`src/hdl/segment_window_clipper_macros.svh`:
```
// assertion macros for the segment window clipper
`ifndef SEGMENT_WINDOW_CLIPPER_MACROS_SVH
`define SEGMENT_WINDOW_CLIPPER_MACROS_SVH
`ifndef SYNTHESIS
`define SWC_ASSERT_IMPLIES(label, ante, cons, msg) \
	label: assert property (@(posedge clk) disable iff (!arst_n) (ante) |-> (cons)) \
		else $error(msg);
`define SWC_ASSERT_NEXT(label, ante, cons, msg) \
	label: assert property (@(posedge clk) disable iff (!arst_n) (ante) |=> (cons)) \
		else $error(msg);
`else
`define SWC_ASSERT_IMPLIES(label, ante, cons, msg)
`define SWC_ASSERT_NEXT(label, ante, cons, msg)
`endif
`endif

```
`src/hdl/swc_pkg.sv`:
```
// types and constants shared by the segment window clipper
package swc_pkg;
	localparam int COORD_BITS = 24;
	localparam int MAG_BITS = COORD_BITS;
	localparam int PROD_BITS = 2 * MAG_BITS;
	localparam int VAL_BITS = PROD_BITS + 3;
	localparam int LO_BITS = (MAG_BITS + 1) / 2;
	localparam int HI_BITS = MAG_BITS - LO_BITS;
	localparam int NUM_LANES = 4;
	localparam int LANE_LEFT = 0;
	localparam int LANE_RIGHT = 1;
	localparam int LANE_BOTTOM = 2;
	localparam int LANE_TOP = 3;
	localparam int RESOLVE_STAGES = 4;

	typedef logic signed [COORD_BITS-1:0] coord_t;
	typedef logic signed [COORD_BITS:0] diff_t;
	typedef logic [MAG_BITS-1:0] mag_t;
	typedef logic [PROD_BITS-1:0] prod_t;
	typedef logic signed [VAL_BITS-1:0] value_t;

	localparam coord_t WIN_LEFT_RESET = coord_t'(0);
	localparam coord_t WIN_RIGHT_RESET = coord_t'(163840);
	localparam coord_t WIN_BOTTOM_RESET = coord_t'(0);
	localparam coord_t WIN_TOP_RESET = coord_t'(122880);

	typedef enum logic [1:0] {
		REG_WIN_LEFT,
		REG_WIN_RIGHT,
		REG_WIN_BOTTOM,
		REG_WIN_TOP
	} cfg_reg_t;

	typedef struct packed {
		logic mode;
		coord_t first_x;
		coord_t first_y;
		coord_t second_x;
		coord_t second_y;
	} clip_in_t;

	typedef struct packed {
		coord_t clip_first_x;
		coord_t clip_first_y;
		coord_t clip_second_x;
		coord_t clip_second_y;
		logic visible;
	} clip_out_t;

	typedef struct packed {
		coord_t left;
		coord_t right;
		coord_t bottom;
		coord_t top;
	} win_t;

	typedef struct packed {
		logic mode;
		coord_t vx;
		coord_t vy;
		coord_t mx;
		coord_t my;
		logic reject;
		logic dx_zero;
		logic dy_zero;
		logic dx_pos;
		logic my_lt;
		logic my_gt;
	} ctx_t;

	typedef struct packed {
		mag_t num;
		mag_t fac;
		mag_t den;
		logic neg;
	} lane_op_t;

	typedef struct packed {
		prod_t sh;
		mag_t rem;
		mag_t den;
		logic neg;
	} div_lane_t;
endpackage

```
`src/hdl/swc_resolve.sv`:
```
// rounding, edge tests and endpoint selection
module swc_resolve import swc_pkg::*; (
	input logic clk,
	input logic arst_n,
	input logic in_vld,
	input ctx_t in_ctx,
	input div_lane_t in_lane [NUM_LANES],
	input win_t win,
	output logic done,
	output clip_out_t result
);
	localparam coord_t COORD_MAX = coord_t'({1'b0, {(COORD_BITS-1){1'b1}}});
	localparam coord_t COORD_MIN = coord_t'({1'b1, {(COORD_BITS-1){1'b0}}});

	function automatic coord_t sat_coord(value_t v);
		if (v > value_t'(COORD_MAX)) begin
			return COORD_MAX;
		end else if (v < value_t'(COORD_MIN)) begin
			return COORD_MIN;
		end
		return coord_t'(v[COORD_BITS-1:0]);
	endfunction

	logic vld_s1, vld_s2, vld_s3, vld_s4;
	ctx_t ctx_s1, ctx_s2, ctx_s3;
	logic [PROD_BITS:0] quo_s1 [NUM_LANES];
	logic [NUM_LANES-1:0] neg_s1;
	value_t val_s2 [NUM_LANES];
	value_t val_d [NUM_LANES];
	value_t lo_b [NUM_LANES];
	value_t hi_b [NUM_LANES];
	coord_t sat_s3 [NUM_LANES];
	logic [NUM_LANES-1:0] ge_s3, le_s3;
	clip_out_t res_d, result_s4;

	always_ff @(posedge clk or negedge arst_n) begin
		if (!arst_n) begin
			vld_s1 <= 1'b0;
			vld_s2 <= 1'b0;
			vld_s3 <= 1'b0;
			vld_s4 <= 1'b0;
		end else begin
			vld_s1 <= in_vld;
			vld_s2 <= vld_s1;
			vld_s3 <= vld_s2;
			vld_s4 <= vld_s3;
		end
	end

	// round to nearest, ties away from zero
	always_ff @(posedge clk) begin
		ctx_s1 <= in_ctx;
		for (int l = 0; l < NUM_LANES; l++) begin
			quo_s1[l] <= {1'b0, in_lane[l].sh} +
				(PROD_BITS+1)'({in_lane[l].rem, 1'b0} >= {1'b0, in_lane[l].den});
			neg_s1[l] <= in_lane[l].neg;
		end
	end

	always_comb begin
		value_t q;
		value_t base;
		for (int l = 0; l < NUM_LANES; l++) begin
			q = value_t'(quo_s1[l]);
			base = (l == LANE_LEFT || l == LANE_RIGHT) ? value_t'(ctx_s1.vy) :
				value_t'(ctx_s1.vx);
			val_d[l] = base + (neg_s1[l] ? -q : q);
			lo_b[l] = (l == LANE_LEFT || l == LANE_RIGHT) ? value_t'(win.bottom) :
				value_t'(win.left);
			hi_b[l] = (l == LANE_LEFT || l == LANE_RIGHT) ? value_t'(win.top) :
				value_t'(win.right);
		end
	end

	always_ff @(posedge clk) begin
		ctx_s2 <= ctx_s1;
		val_s2 <= val_d;
	end

	always_ff @(posedge clk) begin
		ctx_s3 <= ctx_s2;
		for (int l = 0; l < NUM_LANES; l++) begin
			ge_s3[l] <= (val_s2[l] >= lo_b[l]);
			le_s3[l] <= (val_s2[l] <= hi_b[l]);
			sat_s3[l] <= sat_coord(val_s2[l]);
		end
	end

	always_comb begin
		coord_t fx, fy, sx, sy, ysel, xsel;
		logic vis, x_lt, x_gt;
		logic [NUM_LANES-1:0] hit;
		fx = ctx_s3.vx;
		fy = ctx_s3.vy;
		sx = ctx_s3.mx;
		sy = ctx_s3.my;
		vis = 1'b1;
		hit = ge_s3 & le_s3;
		ysel = ctx_s3.my_lt ? win.bottom : (ctx_s3.my_gt ? win.top : ctx_s3.vy);
		xsel = ctx_s3.my_lt ? sat_s3[LANE_BOTTOM] : sat_s3[LANE_TOP];
		x_lt = ctx_s3.my_lt ? !ge_s3[LANE_BOTTOM] : !ge_s3[LANE_TOP];
		x_gt = ctx_s3.my_lt ? !le_s3[LANE_BOTTOM] : !le_s3[LANE_TOP];
		priority if (ctx_s3.mode) begin
			priority if (ctx_s3.dx_zero) begin
				sy = ysel;
			end else if (ctx_s3.dy_zero) begin
				sx = ctx_s3.dx_pos ? win.right : win.left;
				sy = ctx_s3.vy;
			end else if (x_lt) begin
				sx = win.left;
				sy = sat_s3[LANE_LEFT];
			end else if (x_gt) begin
				sx = win.right;
				sy = sat_s3[LANE_RIGHT];
			end else begin
				sx = xsel;
				sy = ysel;
			end
		end else if (ctx_s3.reject) begin
			vis = 1'b0;
		end else if (ctx_s3.dx_zero) begin
			fy = ctx_s3.my_gt ? win.bottom : win.top;
			sy = ctx_s3.my_gt ? win.top : win.bottom;
		end else if (ctx_s3.dy_zero) begin
			fx = ctx_s3.dx_pos ? win.left : win.right;
			sx = ctx_s3.dx_pos ? win.right : win.left;
		end else begin
			if (hit[LANE_LEFT]) begin
				fx = win.left;
				fy = sat_s3[LANE_LEFT];
			end
			if (hit[LANE_RIGHT]) begin
				if (hit[LANE_LEFT]) begin
					sx = win.right;
					sy = sat_s3[LANE_RIGHT];
				end else begin
					fx = win.right;
					fy = sat_s3[LANE_RIGHT];
				end
			end
			if (hit[LANE_BOTTOM]) begin
				if (hit[LANE_LEFT] || hit[LANE_RIGHT]) begin
					sx = sat_s3[LANE_BOTTOM];
					sy = win.bottom;
				end else begin
					fx = sat_s3[LANE_BOTTOM];
					fy = win.bottom;
				end
			end
			if (hit[LANE_TOP]) begin
				sx = sat_s3[LANE_TOP];
				sy = win.top;
			end
			vis = ((3'(hit[LANE_LEFT]) + 3'(hit[LANE_RIGHT]) + 3'(hit[LANE_BOTTOM]) +
				3'(hit[LANE_TOP])) == 3'd2);
		end
		if (!vis) begin
			fx = '0;
			fy = '0;
			sx = '0;
			sy = '0;
		end
		res_d.clip_first_x = fx;
		res_d.clip_first_y = fy;
		res_d.clip_second_x = sx;
		res_d.clip_second_y = sy;
		res_d.visible = vis;
	end

	always_ff @(posedge clk) begin
		result_s4 <= res_d;
	end

	assign done = vld_s4;
	assign result = result_s4;
endmodule

```
`config.mk`:
```
export PLATFORM = sky130hd
export DESIGN_NAME = swc_resolve
export DESIGN_NICKNAME = d
export VERILOG_FILES = /design/src/hdl/segment_window_clipper_macros.svh /design/src/hdl/swc_pkg.sv /design/src/hdl/swc_resolve.sv
export SDC_FILE = /design/constraint.sdc
export NUM_CORES = 2
export LEC_CHECK = 0
export BUFFER_PORTS_ARGS = -buffer_cell sky130_fd_sc_hd__buf_2
export CAP_MARGIN = 20
export CORE_AREA = 2 2 384 462
export DETAILED_ROUTE_END_ITERATION = 6
export DIE_AREA = 0 0 386 464
export GPL_ROUTABILITY_DRIVEN = 0
export REMOVE_ABC_BUFFERS = 1
export SLEW_MARGIN = 25
export SYNTH_ARGS = -nofsm -noshare
export SYNTH_HDL_FRONTEND = slang
export SYNTH_SLANG_ARGS = --single-unit
```
`constraint.sdc`:
```
create_clock -name clk -period 11 [get_ports clk]
set_input_delay 0.55 -clock clk [delete_from_list [all_inputs] [get_ports clk]]
set_output_delay 0.55 -clock clk [all_outputs]
set_load 0.005 [all_outputs]
```
==> qor.txt <==
Status: finished clean
Worst vdd ir: 0.1346 mV
Critical Path End Type: flip-flop
Final hold vios: 0
Global-route usage over all layers: 21.77%
Clk sinks: 918
Number of flops mapped to enable cells by yosys: 0
Share of cells above drive strength 1: 13.01%
R2R Path Start: quo_s1[2][6]$_DFF_P_
Register share of total power: 35.4%
Placed cell areas: 63,200 um2
Fill cells: 17,350
First-pass GRT wire length: 303,800 um
Layout net count: 8,799
Die H: 464 um
Clock skew: 0.06478 ns
CTS Buffer Depth: 3
Slowest stage cell, crit path: or4_4
Syn_area_per_cell: 8.634 um2
# setup viols final: 0
Internal power: 7.907 mW
Worst slew margin: 31.86%
Initial antenna violation count: 76
Sequential area share after synthesis: 32.09%
Post-DRT Antenna Nets: 0
Mapped Area: 57,320 um2
Post-CTS Setup Bufs: 0
Core ar.: 174,300 um2
Vias in the first global route: 51,290
Vias/cell: 5.413
Final WS setup: 5.055 ns
Clock power share: 28.0%
Tightest Pin Transition: 1.022 ns
CP Launch Type: flip-flop
Ports: 688
Class of the worst hold path: in -> reg
Vias: 53,510
DRC: 0
Detail Placement HPWL: 158,700 um
Worst Path Required: 11.65 ns
Crit-path max FO: 4
Switch share: 38.21%
Hold path cells: 2
Site Rows: 168
Synth top cells by count: 914 x dfxtp_1, 731 x ha_1, 652 x nand2_1, 505 x a21oi_1, 455 x xnor2_1
Worst r2r path cells: 20
Tcrit/Tclk final: 54.04%
Pre-Repair DR Iteration Count: 6
Power density over cell area: 184.7 nW/um2
Port Buffer Count: 687
Hold endpoint: quo_s1[1][7]$_DFF_P_
Most common cell in the netlist: dfxtp_1
Worst-path clk slew: 0.06 ns
Total congestion overflow: 0
Flops & latches, synth: 918
FF-to-FF End: val_s2[101]$_DFF_P_
Post-layout instance area: 69,260 um2
DR iter-0 viols: 4,474
Synth area leader: dfxtp_1
Layout area overhead: 20.83%
Die footprint: 179,100 um2
Synth warn: 0
FMAX: 0.1682 GHz
Leakage: 31.36 nW
Area share of the largest cell type after synthesis: 31.92%
Hold path start: in_lane[250]
Initial core utilization: 32.90%
Final Util: 39.75%
Reg2Reg Setup Slack: 5.06 ns
Ranking of synthesized cells by area: dfxtp_1 32%, ha_1 16%, xnor2_1 7.0%
Dominant synthesized flop cell: dfxtp_1
Final Critical Period: 5.945 ns
Critical path class: reg -> reg
Total of max-cap violations: 0
Clock Latency Late Sink: 0.75 ns
H-tree Lvls: 3
RSZ-0062 raised after global routing: no
WP data arrival: 6.59 ns
Asr flop ratio synth: 0.4357%
Cells after synthesis: 6,639
Inserted Clock Buffers: 100
WL/cell: 20.47 um
CP cell instances: or4_4, nor4_4, nand4b_1, or3_1, or2_1, or3_4, or4_4, o21ai_0, xnor2_1, ha_1, a21o_1, a21o_1, a21o_1, a21o_1, a21oi_1, o21ba_2, a21oi_1, or4_1, a21oi_1, xnor2_1
WL final: 202,300 um
Final TNS setup: 0 ns
Slowest stage delay, CP: 0.58 ns
Die X: 386 um
CTS tree: yes
Pin count of the biggest net entering global routing: 81
Netlist cell types: 79
Root Driver: clkbuf_16
Comb power frac: 36.5%
Most numerous cell on the critical path: a21o_1
Pins Over Slew Limit: 0
Net Sw Power: 4.889 mW
Pre-CTS setup slack: 5.139 ns
-- flip-flops by register name, indices dropped and copies added, names as in the netlist, 4 cells and up --
register,flops
result,97
ctx_s2,103
ctx_s3,103
val_s2,204
neg_s1,4
ge_s3,4
le_s3,4
ctx_s1,103
sat_s3,96
quo_s1,196
-- worst max-delay path by stage --
| stage | startpoint | endpoint | slack, ns | cells after the start |
|---|---|---|---|---|
| detailed placement | quo_s1[2][6]$_DFF_P_ | val_s2[101]$_DFF_P_ | 5.14 | 20 |
| finish | quo_s1[2][6]$_DFF_P_ | val_s2[101]$_DFF_P_ | 5.06 | 20 |
| floorplan | ctx_s3[1]$_DFF_P_ | result[25]$_SDFF_PN0_ | 4.07 | 8 |
| global placement | quo_s1[2][6]$_DFF_P_ | val_s2[101]$_DFF_P_ | 5.17 | 20 |
| CTS | quo_s1[2][6]$_DFF_P_ | val_s2[101]$_DFF_P_ | 5.14 | 20 |
| global route | quo_s1[2][14]$_DFF_P_ | val_s2[94]$_DFF_P_ | 4.70 | 17 |
-- power by group through the flow --
stage	clock network, mW	registers, mW	logic (mW)
after CTS	3.68	4.51	4.63
final	3.59	4.53	4.68
after global routing	3.81	4.58	5.22
after global placement	0	4.57	4.38
after floorplan	0	4.33	3.17
after detailed placement	0	4.58	4.53
-- cells by family (layout without fill, tap and decap cells) --
family	count (synthesis)	after routing	synth area share, %
AOI/OAI and AO/OA	1876	1876	21.46
xor gates and xnor gates	573	573	8.755
adders and majority gates	736	736	16.13
buffers and inverters	532	1449	3.486
DFF	918	918	32.09
muxes	139	139	2.432
other	0	33	0
and+or+nand+nor	1865	1865	15.64
-- layer usage --
metal,global-route usage (%),wire [um],vias up
met4,7.770,6768,58
met1,30.49,93890,24990
met2,32.42,82900,2081
met3,4.876,18330,380
li1,-,-,26000
met5,0,417,-
-- cells in the final DEF (no fill, tap or decap), types with 100 or more instances in the layout --
| cell | netlist | final |
|---|---|---|
| a211oi_1 | 165 | 165 |
| a21o_1 | 310 | 310 |
| a21oi_1 | 505 | 505 |
| buf_2 | 1 | 687 |
| clkbuf_16 | 0 | 100 |
| dfxtp_1 | 914 | 907 |
| dlygate4sd3_1 | 0 | 246 |
| ha_1 | 731 | 731 |
| inv_1 | 279 | 275 |
| mux2i_1 | 137 | 135 |
| nand2_1 | 652 | 649 |
| nand3_1 | 129 | 129 |
| nand4_1 | 212 | 212 |
| nor2_1 | 412 | 409 |
| o21ai_0 | 340 | 340 |
| xnor2_1 | 455 | 455 |
| xor2_1 | 118 | 118 |
-- metrics by stage --
step	hold slack, ns	power, mW	std cells
global placement	0.3101	8.957	9420
finish	0.06550	12.80	9884
detailed placement	0.3118	9.115	9420
CTS	0.0002351	12.82	9851
global route	0.03604	13.61	9865
floorplan	0.2544	7.495	6388
-- final cells by class --
type	instances	area [um2]	share of cell area, %
inverter	281	1056	1.525
antenna	33	82.58	0.1192
multi-input combinational	5189	37040	53.48
timing repair buffer	983	6276	9.061
sequential	918	18410	26.59
clock inverter	61	838.3	1.210
clock buffer	124	2683	3.873
tap	2295	2872	4.146
-- what timing repair did --
item,4_1_cts,5_1_grt
hold endpoints to repair,250,0
resized for setup,0,0
hold buffers,246,0
setup endpoints to repair,0,0
-- worst max-delay path: cells and delay by family, from the launching register on --
kind            cells  cell delay (ns)
simple gates        8             3.33
compound gates      9             1.59
fa+ha+maj           1             0.32
flops               1             0.33
xor+xnor            2             0.28
(Power assumes the default switching activity.)
