### config.mk
export PLATFORM = sky130hd
export DESIGN_NAME = swc_prep
export DESIGN_NICKNAME = d
export VERILOG_FILES = /design/src/hdl/segment_window_clipper_macros.svh /design/src/hdl/swc_pkg.sv /design/src/hdl/swc_prep.sv
export SDC_FILE = /design/constraint.sdc
export NUM_CORES = 1
export LEC_CHECK = 0
export ABC_AREA = 1
export BUFFER_PORTS_ARGS = -buffer_cell sky130_fd_sc_hd__buf_2
export CAP_MARGIN = 20
export CORE_MARGIN = 2
export CORE_UTILIZATION = 35
export DETAILED_ROUTE_END_ITERATION = 16
export GPL_ROUTABILITY_DRIVEN = 0
export PLACE_DENSITY_LB_ADDON = 0.12
export SYNTH_ARGS = -nofsm -noshare
export SYNTH_HDL_FRONTEND = slang
export SYNTH_SLANG_ARGS = --single-unit
### constraint.sdc
create_clock -name clk -period 1.72 [get_ports clk]
set_input_delay 0.516 -clock clk [delete_from_list [all_inputs] [get_ports clk]]
set_output_delay 0.516 -clock clk [all_outputs]
set_load 0.005 [all_outputs]
### src/hdl/segment_window_clipper_macros.svh
// assertion macros for the segment window clipper
`ifndef SEGMENT_WINDOW_CLIPPER_MACROS_SVH
`define SEGMENT_WINDOW_CLIPPER_MACROS_SVH
`ifndef SYNTHESIS
`define SWC_ASSERT_IMPLIES(label, ante, cons, msg) \
	label: assert property (@(posedge clk) disable iff (!arst_n) (ante) |-> (cons)) \
		else $error(msg);
`define SWC_ASSERT_NEXT(label, ante, cons, msg) \
	label: assert property (@(posedge clk) disable iff (!arst_n) (ante) |=> (cons)) \
		else $error(msg);
`else
`define SWC_ASSERT_IMPLIES(label, ante, cons, msg)
`define SWC_ASSERT_NEXT(label, ante, cons, msg)
`endif
`endif

### src/hdl/swc_pkg.sv
// types and constants shared by the segment window clipper
package swc_pkg;
	localparam int COORD_BITS = 24;
	localparam int MAG_BITS = COORD_BITS;
	localparam int PROD_BITS = 2 * MAG_BITS;
	localparam int VAL_BITS = PROD_BITS + 3;
	localparam int LO_BITS = (MAG_BITS + 1) / 2;
	localparam int HI_BITS = MAG_BITS - LO_BITS;
	localparam int NUM_LANES = 4;
	localparam int LANE_LEFT = 0;
	localparam int LANE_RIGHT = 1;
	localparam int LANE_BOTTOM = 2;
	localparam int LANE_TOP = 3;
	localparam int RESOLVE_STAGES = 4;

	typedef logic signed [COORD_BITS-1:0] coord_t;
	typedef logic signed [COORD_BITS:0] diff_t;
	typedef logic [MAG_BITS-1:0] mag_t;
	typedef logic [PROD_BITS-1:0] prod_t;
	typedef logic signed [VAL_BITS-1:0] value_t;

	localparam coord_t WIN_LEFT_RESET = coord_t'(0);
	localparam coord_t WIN_RIGHT_RESET = coord_t'(163840);
	localparam coord_t WIN_BOTTOM_RESET = coord_t'(0);
	localparam coord_t WIN_TOP_RESET = coord_t'(122880);

	typedef enum logic [1:0] {
		REG_WIN_LEFT,
		REG_WIN_RIGHT,
		REG_WIN_BOTTOM,
		REG_WIN_TOP
	} cfg_reg_t;

	typedef struct packed {
		logic mode;
		coord_t first_x;
		coord_t first_y;
		coord_t second_x;
		coord_t second_y;
	} clip_in_t;

	typedef struct packed {
		coord_t clip_first_x;
		coord_t clip_first_y;
		coord_t clip_second_x;
		coord_t clip_second_y;
		logic visible;
	} clip_out_t;

	typedef struct packed {
		coord_t left;
		coord_t right;
		coord_t bottom;
		coord_t top;
	} win_t;

	typedef struct packed {
		logic mode;
		coord_t vx;
		coord_t vy;
		coord_t mx;
		coord_t my;
		logic reject;
		logic dx_zero;
		logic dy_zero;
		logic dx_pos;
		logic my_lt;
		logic my_gt;
	} ctx_t;

	typedef struct packed {
		mag_t num;
		mag_t fac;
		mag_t den;
		logic neg;
	} lane_op_t;

	typedef struct packed {
		prod_t sh;
		mag_t rem;
		mag_t den;
		logic neg;
	} div_lane_t;
endpackage

### src/hdl/swc_prep.sv
// operand preparation: differences, edge flags, magnitudes and signs
module swc_prep import swc_pkg::*; (
	input logic clk,
	input logic arst_n,
	input logic in_vld,
	input clip_in_t in_item,
	input win_t win,
	output logic out_vld,
	output ctx_t out_ctx,
	output lane_op_t out_lane [NUM_LANES]
);
	function automatic mag_t abs_mag(diff_t d);
		diff_t a;
		a = d[COORD_BITS] ? -d : d;
		return a[MAG_BITS-1:0];
	endfunction

	logic vld_s1, vld_s2;
	ctx_t ctx_s1, ctx_s2;
	diff_t dx_s1, dy_s1, dl_s1, dr_s1, db_s1, dt_s1;
	lane_op_t lane_s2 [NUM_LANES];
	ctx_t ctx_d;

	always_comb begin
		ctx_d.mode = in_item.mode;
		ctx_d.vx = in_item.first_x;
		ctx_d.vy = in_item.first_y;
		ctx_d.mx = in_item.second_x;
		ctx_d.my = in_item.second_y;
		ctx_d.reject = (in_item.first_y > win.top && in_item.second_y > win.top) ||
			(in_item.first_y < win.bottom && in_item.second_y < win.bottom) ||
			(in_item.first_x > win.right && in_item.second_x > win.right) ||
			(in_item.first_x < win.left && in_item.second_x < win.left);
		ctx_d.dx_zero = (in_item.second_x == in_item.first_x);
		ctx_d.dy_zero = (in_item.second_y == in_item.first_y);
		ctx_d.dx_pos = (in_item.second_x > in_item.first_x);
		ctx_d.my_lt = (in_item.second_y < in_item.first_y);
		ctx_d.my_gt = (in_item.second_y > in_item.first_y);
	end

	always_ff @(posedge clk or negedge arst_n) begin
		if (!arst_n) begin
			vld_s1 <= 1'b0;
			vld_s2 <= 1'b0;
		end else begin
			vld_s1 <= in_vld;
			vld_s2 <= vld_s1;
		end
	end

	always_ff @(posedge clk) begin
		ctx_s1 <= ctx_d;
		dx_s1 <= diff_t'(in_item.second_x) - diff_t'(in_item.first_x);
		dy_s1 <= diff_t'(in_item.second_y) - diff_t'(in_item.first_y);
		dl_s1 <= diff_t'(win.left) - diff_t'(in_item.first_x);
		dr_s1 <= diff_t'(win.right) - diff_t'(in_item.first_x);
		db_s1 <= diff_t'(win.bottom) - diff_t'(in_item.first_y);
		dt_s1 <= diff_t'(win.top) - diff_t'(in_item.first_y);
	end

	always_ff @(posedge clk) begin
		ctx_s2 <= ctx_s1;
		lane_s2[LANE_LEFT].num <= abs_mag(dy_s1);
		lane_s2[LANE_LEFT].fac <= abs_mag(dl_s1);
		lane_s2[LANE_LEFT].den <= abs_mag(dx_s1);
		lane_s2[LANE_LEFT].neg <= dy_s1[COORD_BITS] ^ dl_s1[COORD_BITS] ^ dx_s1[COORD_BITS];
		lane_s2[LANE_RIGHT].num <= abs_mag(dy_s1);
		lane_s2[LANE_RIGHT].fac <= abs_mag(dr_s1);
		lane_s2[LANE_RIGHT].den <= abs_mag(dx_s1);
		lane_s2[LANE_RIGHT].neg <= dy_s1[COORD_BITS] ^ dr_s1[COORD_BITS] ^ dx_s1[COORD_BITS];
		lane_s2[LANE_BOTTOM].num <= abs_mag(dx_s1);
		lane_s2[LANE_BOTTOM].fac <= abs_mag(db_s1);
		lane_s2[LANE_BOTTOM].den <= abs_mag(dy_s1);
		lane_s2[LANE_BOTTOM].neg <= dx_s1[COORD_BITS] ^ db_s1[COORD_BITS] ^ dy_s1[COORD_BITS];
		lane_s2[LANE_TOP].num <= abs_mag(dx_s1);
		lane_s2[LANE_TOP].fac <= abs_mag(dt_s1);
		lane_s2[LANE_TOP].den <= abs_mag(dy_s1);
		lane_s2[LANE_TOP].neg <= dx_s1[COORD_BITS] ^ dt_s1[COORD_BITS] ^ dy_s1[COORD_BITS];
	end

	assign out_vld = vld_s2;
	assign out_ctx = ctx_s2;
	assign out_lane = lane_s2;
endmodule

==> results of run 1 <==
sequential cells by signal (all words and copies together), names as in the netlist:
name      flops
out_vld       1
db_s1        25
dl_s1        25
dy_s1        25
ctx_s1      103
vld_s1        1
dx_s1        25
out_ctx     103
out_lane    148
dr_s1        25
dt_s1        25
report_power, final:
part           internal, mW  switching, mW  leakage [nW]  total, mW
Clock                  7.26           4.83         0.914       12.1
Combinational          7.05           7.13          13.9       14.2
Sequential             14.5           1.87          4.28       16.4
Total                  28.8           13.8          19.1       42.7
final cells by class:
| class | count | area (sq um) |
|---|---|---|
| Tap cell | 950 | 1189 |
| Clock buffer | 78 | 1615 |
| Clock inverter | 19 | 247.7 |
| Timing Repair Buffer | 1258 | 8377 |
| Sequential cell | 506 | 10170 |
| Fill cell | 6871 | 33290 |
| Antenna cell | 4 | 10.01 |
| Inverter | 416 | 1719 |
| Multi-Input combinational cell | 1992 | 15110 |
timing repair:
item / in CTS / in global routing
resized for setup: 47 / 396
hold endpoints to repair: 17 / 1
hold buffers: 16 / 1
pin swaps: 10 / 171
buffers inserted: 5 / 49
endpoints found under the setup margin: 35 / 120
Yosys cell counts (17+ instances only):
cell     number  area [sq um]
nand4_1      19         118.9
a31oi_1      25         156.4
inv_1       409          1535
a21oi_1     193         965.9
xnor2_1      91         797.0
dfxtp_1     504         10090
nor3_1       42         210.2
buf_4       144          1081
a21o_1       30         225.2
nor2_1      265         994.7
o21ai_0      80         400.4
nor2_2       19         118.9
ha_1        249          3115
o21ai_2      17         148.9
nand2_1     547          2053
xor2_1      185          1620
nand3_1      90         450.4
nor4_1       17         106.4
worst min path at each step:
stage                startpoint                 end  slack (ps)
floorplan                arst_n   out_vld$_DFF_PN0_         220
global route        in_item[75]  ctx_s1[81]$_DFF_P_           1
global placement         arst_n   out_vld$_DFF_PN0_         300
CTS                 in_item[68]  ctx_s1[74]$_DFF_P_         0.7
detailed placement       arst_n   out_vld$_DFF_PN0_         300
finish              in_item[75]  ctx_s1[81]$_DFF_P_          20
routing by layer:
metal	wire length (microns)	vias up	global-route usage [%]
li1	-	12040	-
met1	40110	10550	30.04
met2	39970	618	36.00
met3	5605	154	4.895
met4	2707	22	7.003
met5	126	-	0
per-stage QoR:
step,cell area (sq um),cells
after CTS,36480,5172
after floorplan,26620,3079
after global placement,34240,5054
after global routing,38430,5220
after detailed placement,34240,5054
final,38440,5223
worst max-delay path, cell delays in order:
cell,delay [ps]
buf_2,110
inv_1,180
buf_4,180
ha_2,310
nand2_1,140
o21ai_0,140
nand2_1,80
nand2_1,50
a21oi_1,120
nand3_1,80
nand3_1,100
nor2_2,60
nor2_2,140
nand2_1,60
logic make-up (layout without fill, tap and decap cells):
kind of cell             after synthesis  after routing  synth area share, %
buffers and inverters                581           1771                10.73
AND/OR/NAND/NOR                     1049           1049                17.70
XOR/XNOR                             276            276                9.493
adder cells (fa/ha/maj)              255            255                12.71
other                                  0              4                    0
AO/OA/AOI/OAI                        412            412                9.552
flip-flops                           506            506                39.82
==> impl_metrics.env, run 1 <==
export IMPL_period_needed_ps=1797
export IMPL_violations="negative setup slack"
export IMPL_grt_overflow_total=0
export IMPL_ys_flop_type="dfxtp_1"
export IMPL_tns_ps=-205.3
export IMPL_p_leak_nw=19.08
export IMPL_grt_usage_pct=22.47
export IMPL_cp_required_ps=2220
export IMPL_min_path_cells=1
export IMPL_dp_slack_ps=-837.4
export IMPL_initial_core_util_pct=35.50
export IMPL_slew_viol_final=0
export IMPL_cp_end_kind="flip-flop"
export IMPL_place_hpwl_microns=73610
export IMPL_antenna_found_initial=22
export IMPL_hp_class="input port to flip-flop"
export IMPL_htree_levels=2
export IMPL_hold_slack_ps=19.73
export IMPL_r2r_end="out_lane[191]$_DFF_P_"
export IMPL_io_pins=592
export IMPL_finalNetCount=4681
export IMPL_hold_viol_final=0
export IMPL_setup_slack_ps=-77.06
export IMPL_cp_start_kind="input port"
export IMPL_arrival_ps=2290
export IMPL_cts_sinks=506
export IMPL_die_area_sq_um=74930
export IMPL_syn_nets=3530
export IMPL_cts_root_buf="clkbuf_16"
export IMPL_grt_setup_unrepaired="true"
export IMPL_clk_latency_ps=620
export IMPL_p_total_mw=42.65
export IMPL_drt_first_iter_violations=1061
export IMPL_cts_tree="yes"
export IMPL_synthCells=3079
export IMPL_clock_skew_ps=26.03
export IMPL_io_buffers=591
export IMPL_power_per_cell_area_nw_per_um2=1110
export IMPL_fp_dieH_microns=273.7
export IMPL_wire_per_inst_microns=16.95
export IMPL_dieWidth_microns=273.7
export IMPL_peakVddDrop_v=0.0009350
export IMPL_cts_path_max_buffers=3
export IMPL_synth_edf_count=0
export IMPL_final_util_pct=53.59
export IMPL_status="complete, but fails checks"
export IMPL_core_sq_um=71730
export IMPL_reg2reg_from="dr_s1[0]$_DFF_P_"
export IMPL_worst_pin_slew_ps=692.9
export IMPL_ys_async_sr_fraction_pct=0.3953
export IMPL_crit_end="ctx_s1[5]$_DFF_P_"
export IMPL_r2r_cells=12
export IMPL_critPathMaxFanout=4
export IMPL_numCtsBuffers=56
export IMPL_synth_seq_area_share_pct=39.82
export IMPL_drt_first_pass_iters=5
export IMPL_avgViaCountPerCell=4.478
export IMPL_reg2reg_slack_ps=-50
export IMPL_startpoint="in_item[67]"
export IMPL_period_share_pct=104.5
export IMPL_num_rows=98
export IMPL_drtAntennaViolNets=0
export IMPL_syn_avg_cell_area_sq_um=8.270
export IMPL_relSlewSlack_pct=53.45
export IMPL_synth_warnings=0
export IMPL_fmax_ghz=0.5565
export IMPL_final_cell_mix="620 x buf_4, 573 x buf_2, 483 x dfxtp_1, 480 x nand2_1, 352 x inv_1"
export IMPL_num_vias=23390
export IMPL_area_growth_pct=50.96
export IMPL_clkTransAtPathRegs_ps=60
export IMPL_final_common_cell="buf_4"
export IMPL_syn_area_sq_um=25460
export IMPL_wl_microns=88520
export IMPL_synth_cell_type_count=54
export IMPL_max_cap_viol_count=0
export IMPL_critPathKind="input port to flip-flop"
export IMPL_drc=0
export IMPL_synth_seq_cells=506
export IMPL_grt_max_degree=17
export IMPL_drive_gt1_share_pct=43.80
export IMPL_setup_viol=5
export IMPL_grt_pass1_wl_microns=127400
export IMPL_grt_pass1_vias=22020
No activity file was read; power rests on OpenSTA's default activity.
==> run 2, diff against run 1 <==
CAP_MARGIN = unset   (was 20)
CORE_ASPECT_RATIO = 0.6   (was unset)
==> run 2 against run 1 <==
Compared with the run above: the run still ends with negative setup slack left; register-to-register slack got worse by 80 ps; critical path type is now flip-flop to flip-flop; largest power group unchanged; cell count is 2.7% higher; utilization increased by 2.8 points.
==> impl_metrics.env, run 2 (synthesized netlist as in run 1, its figures left out) <==
export IMPL_peakVddDrop_v=0.0008296
export IMPL_drtAntennaViolNets=0
export IMPL_slowest_delay_ps=330
export IMPL_initial_core_util_pct=35.42
export IMPL_setup_slack_ps=-128.2
export IMPL_clock_skew_ps=15.49
export IMPL_drt_first_iter_violations=1477
export IMPL_hp_class="input port to flip-flop"
export IMPL_p_leak_nw=19.74
export IMPL_wl_microns=99630
export IMPL_die_area_sq_um=75000
export IMPL_fp_dieH_microns=212.9
export IMPL_cp_cell_sequence="inv_2 -> ha_4 -> inv_4 -> nor3_4 -> nand2_2 -> nor3_4 -> nand3_2 -> nor2_4 -> nand2_2 -> nand2_4 -> buf_6 -> o21ai_2 -> xor2_1"
export IMPL_grt_pass1_vias=22430
export IMPL_cts_sinks=506
export IMPL_worst_pin_slew_ps=559.0
export IMPL_num_vias=24330
export IMPL_core_sq_um=71890
export IMPL_clk_latency_ps=620
export IMPL_grt_overflow_total=0
export IMPL_dp_slack_ps=-898.4
export IMPL_cp_end_kind="flip-flop"
export IMPL_violations="negative setup slack"
export IMPL_drt_first_pass_iters=5
export IMPL_clkTransAtPathRegs_ps=70
export IMPL_dp_cells=5128
export IMPL_final_cells=5365
export IMPL_cts_path_max_buffers=3
export IMPL_largest_reg_flops=148
export IMPL_avgViaCountPerCell=4.536
export IMPL_htree_levels=2
export IMPL_drc=0
export IMPL_place_hpwl_microns=81990
export IMPL_p_total_mw=43.88
export IMPL_wire_per_inst_microns=18.57
export IMPL_final_area_sq_um=40510
export IMPL_arrival_ps=2360
export IMPL_cp_start_kind="flip-flop"
export IMPL_final_cell_mix="679 x buf_4, 568 x buf_2, 464 x dfxtp_1, 444 x nand2_1, 332 x inv_1"
export IMPL_grt_pass1_wl_microns=140500
export IMPL_drive_gt1_share_pct=48.33
export IMPL_cts_root_buf="clkbuf_16"
export IMPL_max_cap_viol_count=0
export IMPL_critPathKind="flip-flop to flip-flop"
export IMPL_final_common_cell="buf_4"
export IMPL_place_area_sq_um=34720
export IMPL_cts_tree="yes"
export IMPL_crit_slowest_cell="dfxtp_2"
export IMPL_hold_slack_ps=42.72
export IMPL_relSlewSlack_pct=62.45
export IMPL_io_pins=592
export IMPL_grt_usage_pct=25.18
export IMPL_io_buffers=591
export IMPL_setup_viol=29
export IMPL_slew_viol_final=0
export IMPL_period_needed_ps=1848
export IMPL_grt_max_degree=18
export IMPL_antenna_found_initial=10
export IMPL_area_growth_pct=59.08
export IMPL_power_per_cell_area_nw_per_um2=1083
export IMPL_num_rows=76
export IMPL_period_share_pct=107.5
export IMPL_cp_required_ps=2230
export IMPL_fmax_ghz=0.5411
export IMPL_dieWidth_microns=352.2
export IMPL_hold_viol_final=0
export IMPL_critPathMaxFanout=3
export IMPL_numCtsBuffers=50
export IMPL_finalNetCount=4791
export IMPL_grt_setup_unrepaired="true"
export IMPL_status="complete, but fails checks"
==> run 2: critical path: cells and delay by family, from the launching register on <==
family                   cells  cell delay [ps]
AND/OR/NAND/NOR              7              890
XOR/XNOR                     1              140
adder cells (fa/ha/maj)      1              130
AO/OA/AOI/OAI                1               40
buffers and inverters        3              200
flip-flops                   1              330
==> run 2: layer usage <==
layer  track usage (%)  wire [microns]
met3             6.889            8518
met4             5.777            1855
met5                 0               0
met2             31.31           36570
met1             40.79           52690
==> run 2: per-stage QoR <==
| step | util (%) | setup TNS, ps |
|---|---|---|
| 4_1_cts | 52.11 | -1764 |
| 2_1_floorplan | - | -10460 |
| 6_report | 56.35 | -1178 |
| 3_3_place_gp | 48.29 | -79960 |
| 3_5_place_dp | 48.29 | -81050 |
| 5_1_grt | 56.34 | -5532 |
==> run 2: repair_timing <==
action                                 4_1_cts  5_1_grt
resized for setup                          146      532
pin swaps                                   46      262
hold buffers                                28        7
buffers inserted                            30       81
gates cloned                                 0        0
endpoints found under the hold margin       29        7
setup endpoints to repair                  117      158
==> run 2: final cells by class <==
cell class	count	area, sq um
antenna	8	20.02
clock buffer	65	1398
clock inverter	29	296.5
fill	6622	31380
inverter	416	1740
multi-input combinational	1992	16060
sequential	506	10200
tap	975	1220
timing repair buffer	1374	9565
==> run 2: path summary, 6_finish.rpt <==
| check | endpoint | cells past startpoint | from | slack (ps) |
|---|---|---|---|---|
| max | out_lane[191]$_DFF_P_ | 13 | dr_s1[0]$_DFF_P_ | -130 |
| min | ctx_s1[58]$_DFF_P_ | 1 | in_item[52] | 40 |
| max reg2reg | out_lane[191]$_DFF_P_ | 13 | dr_s1[0]$_DFF_P_ | -130 |
| min reg2reg | out_ctx[89]$_DFF_P_ | 0 | ctx_s1[89]$_DFF_P_ | 320 |
| max in group asynchronous | out_vld$_DFF_PN0_ | 2 | arst_n | 1410 |
| min in group asynchronous | vld_s1$_DFF_PN0_ | 2 | arst_n | 220 |
==> run 2: where the power goes <==
part	total, mW	leakage (nW)	switching [mW]	internal (mW)
Clock	11.3	0.829	5.05	6.28
Combinational	16.0	14.6	8.23	7.79
Sequential	16.5	4.28	1.96	14.6
Total	43.9	19.7	15.2	28.6
==> run 3, diff against run 2 <==
clock period = 1.6 ns   (was 1.72 ns; I/O delays follow)
==> run 3 against run 2 <==
Compared with the run above: the run still ends with negative setup slack left; largest power group is now combinational cells; critical path depth increased by 1; register-to-register slack worse by 80 ps; hold slack improved by 8.3 ps; power is 15% higher; sequential power increased by 10%; first-iteration DRC count up 7.0%; die area stayed put; final area grew 6.7%; wire length is 1.8% higher; sequential cell count did not move; setup slack worse by 250 ps; cell count up 1.4%.
==> impl_metrics.env, run 3 (synthesized netlist as in run 1, its figures left out) <==
export IMPL_status="complete, but fails checks"
export IMPL_violations="negative setup slack"
export IMPL_dp_slack_ps=-1105
export IMPL_place_hpwl_microns=79700
export IMPL_antenna_found_initial=13
export IMPL_num_vias=24790
export IMPL_die_area_sq_um=75000
export IMPL_cts_root_buf="clkbuf_16"
export IMPL_p_leak_nw=20.80
export IMPL_avgViaCountPerCell=4.559
export IMPL_grt_setup_unrepaired="true"
export IMPL_cts_tree="yes"
export IMPL_wl_microns=101400
export IMPL_reg2reg_slack_ps=-210
export IMPL_drt_first_iter_violations=1580
export IMPL_arrival_ps=2530
export IMPL_period_share_pct=123.7
export IMPL_setup_slack_ps=-379.1
export IMPL_setup_viol=136
export IMPL_largest_reg_flops=148
export IMPL_drc=0
export IMPL_min_path_cells=1
export IMPL_initial_core_util_pct=35.42
export IMPL_max_cap_viol_count=0
export IMPL_drt_first_pass_iters=5
export IMPL_r2r_cells=10
export IMPL_hold_slack_ps=51.06
export IMPL_final_cell_mix="694 x buf_4, 472 x buf_2, 431 x dfxtp_1, 415 x nand2_1, 314 x inv_1"
export IMPL_relSlewSlack_pct=57.10
export IMPL_wire_per_inst_microns=18.65
export IMPL_core_sq_um=71890
export IMPL_reg2reg_from="dx_s1[0]$_DFF_P_"
export IMPL_io_buffers=591
export IMPL_drive_gt1_share_pct=53.27
export IMPL_cp_start_kind="input port"
export IMPL_clk_latency_ps=610
export IMPL_cts_path_max_buffers=3
export IMPL_clock_skew_ps=25.79
export IMPL_cp_required_ps=2150
export IMPL_grt_pass1_vias=22720
export IMPL_worstHoldStart="in_item[65]"
export IMPL_hold_viol_final=0
export IMPL_tns_ps=-12780
export IMPL_min_to="ctx_s1[71]$_DFF_P_"
export IMPL_finalNetCount=4869
export IMPL_fmax_ghz=0.5053
export IMPL_num_rows=76
export IMPL_io_pins=592
export IMPL_dieWidth_microns=352.2
export IMPL_peakVddDrop_v=0.001006
export IMPL_final_common_cell="buf_4"
export IMPL_clkTransAtPathRegs_ps=70
export IMPL_period_needed_ps=1979
export IMPL_slew_viol_final=0
export IMPL_r2r_end="out_lane[167]$_DFF_P_"
export IMPL_cp_end_kind="flip-flop"
export IMPL_htree_levels=2
export IMPL_grt_pass1_wl_microns=140500
export IMPL_grt_usage_pct=24.98
export IMPL_grt_max_degree=18
export IMPL_hp_class="input port to flip-flop"
export IMPL_power_per_cell_area_nw_per_um2=1164
export IMPL_critPathMaxFanout=3
export IMPL_fp_dieH_microns=212.9
export IMPL_worst_pin_slew_ps=638.5
export IMPL_area_growth_pct=69.70
export IMPL_grt_overflow_total=0
export IMPL_cts_sinks=506
export IMPL_drtAntennaViolNets=0
export IMPL_critPathKind="input port to flip-flop"
export IMPL_numCtsBuffers=49
-- run 3: report_power, final --
part	total (mW)	internal [mW]	switching, mW	leakage [nW]
Sequential	18.2	15.8	2.34	4.28
Clock	12.8	7.42	5.38	0.871
Combinational	19.3	10.2	9.18	15.6
-- run 3: layout make-up --
class | instances | area, sq um
clock inverter | 31 | 434.2
tap | 975 | 1220
sequential | 506 | 10300
antenna | 8 | 20.02
fill | 6240 | 28680
multi-input combinational | 1992 | 17170
timing repair buffer | 1453 | 10990
inverter | 416 | 1765
clock buffer | 57 | 1316
-- run 3: critical path, cell delays in order --
cell and delay, ps:
buf_6 80, clkinvlp_4 160, ha_4 310, a21oi_2 150
nand2_2 100, nand2_2 100, nand3_4 140, nand2_4 120
nand2_4 60, nand2_4 90, nand4_1 400, nand2_1 200
nor2_1 60, nand2_1 60
-- run 3: timing repair --
item                       4_1_cts  5_1_grt
hold endpoints to repair        42        2
gates cloned                     0        0
gates resized for setup        534      606
pin swaps                      209      299
buffers inserted                66       90
hold buffers                    41        2
setup endpoints to repair      300      302
-- run 3: metrics by stage --
step | instances | cell area, sq um | util [%] | total power, mW
finish | 5438 | 43210 | 60.11 | 50.31
global route | 5437 | 43210 | 60.10 | 52.83
CTS | 5354 | 39880 | 55.47 | 48.09
detailed placement | 5172 | 35090 | 48.81 | 32.96
global placement | 5172 | 35090 | 48.81 | 32.98
floorplan | 3079 | 26750 | - | 25.93
-- run 3: worst max-delay path by stage --
stage | startpoint | endpoint | slack [ps] | cells after the start
after floorplan | win[24] | db_s1[22]$_DFF_P_ | -420 | 11
after global placement | in_item[75] | ctx_s1[5]$_DFF_P_ | -1110 | 16
after detailed placement | in_item[75] | ctx_s1[5]$_DFF_P_ | -1100 | 14
after CTS | dx_s1[0]$_DFF_P_ | out_lane[167]$_DFF_P_ | -250 | 10
after global routing | in_item[76] | ctx_s1[5]$_DFF_P_ | -350 | 14
final | in_item[76] | ctx_s1[5]$_DFF_P_ | -380 | 14
-- run 3: per-layer routing --
metal  track usage (%)  vias to the layer above  wire length [microns]
met5                 0                        -                     24
met4             6.307                        4                   1999
met3             5.487                      121                   7055
met2             32.12                      798                  39050
met1             40.30                    11460                  53280
li1                  -                    12410                      -
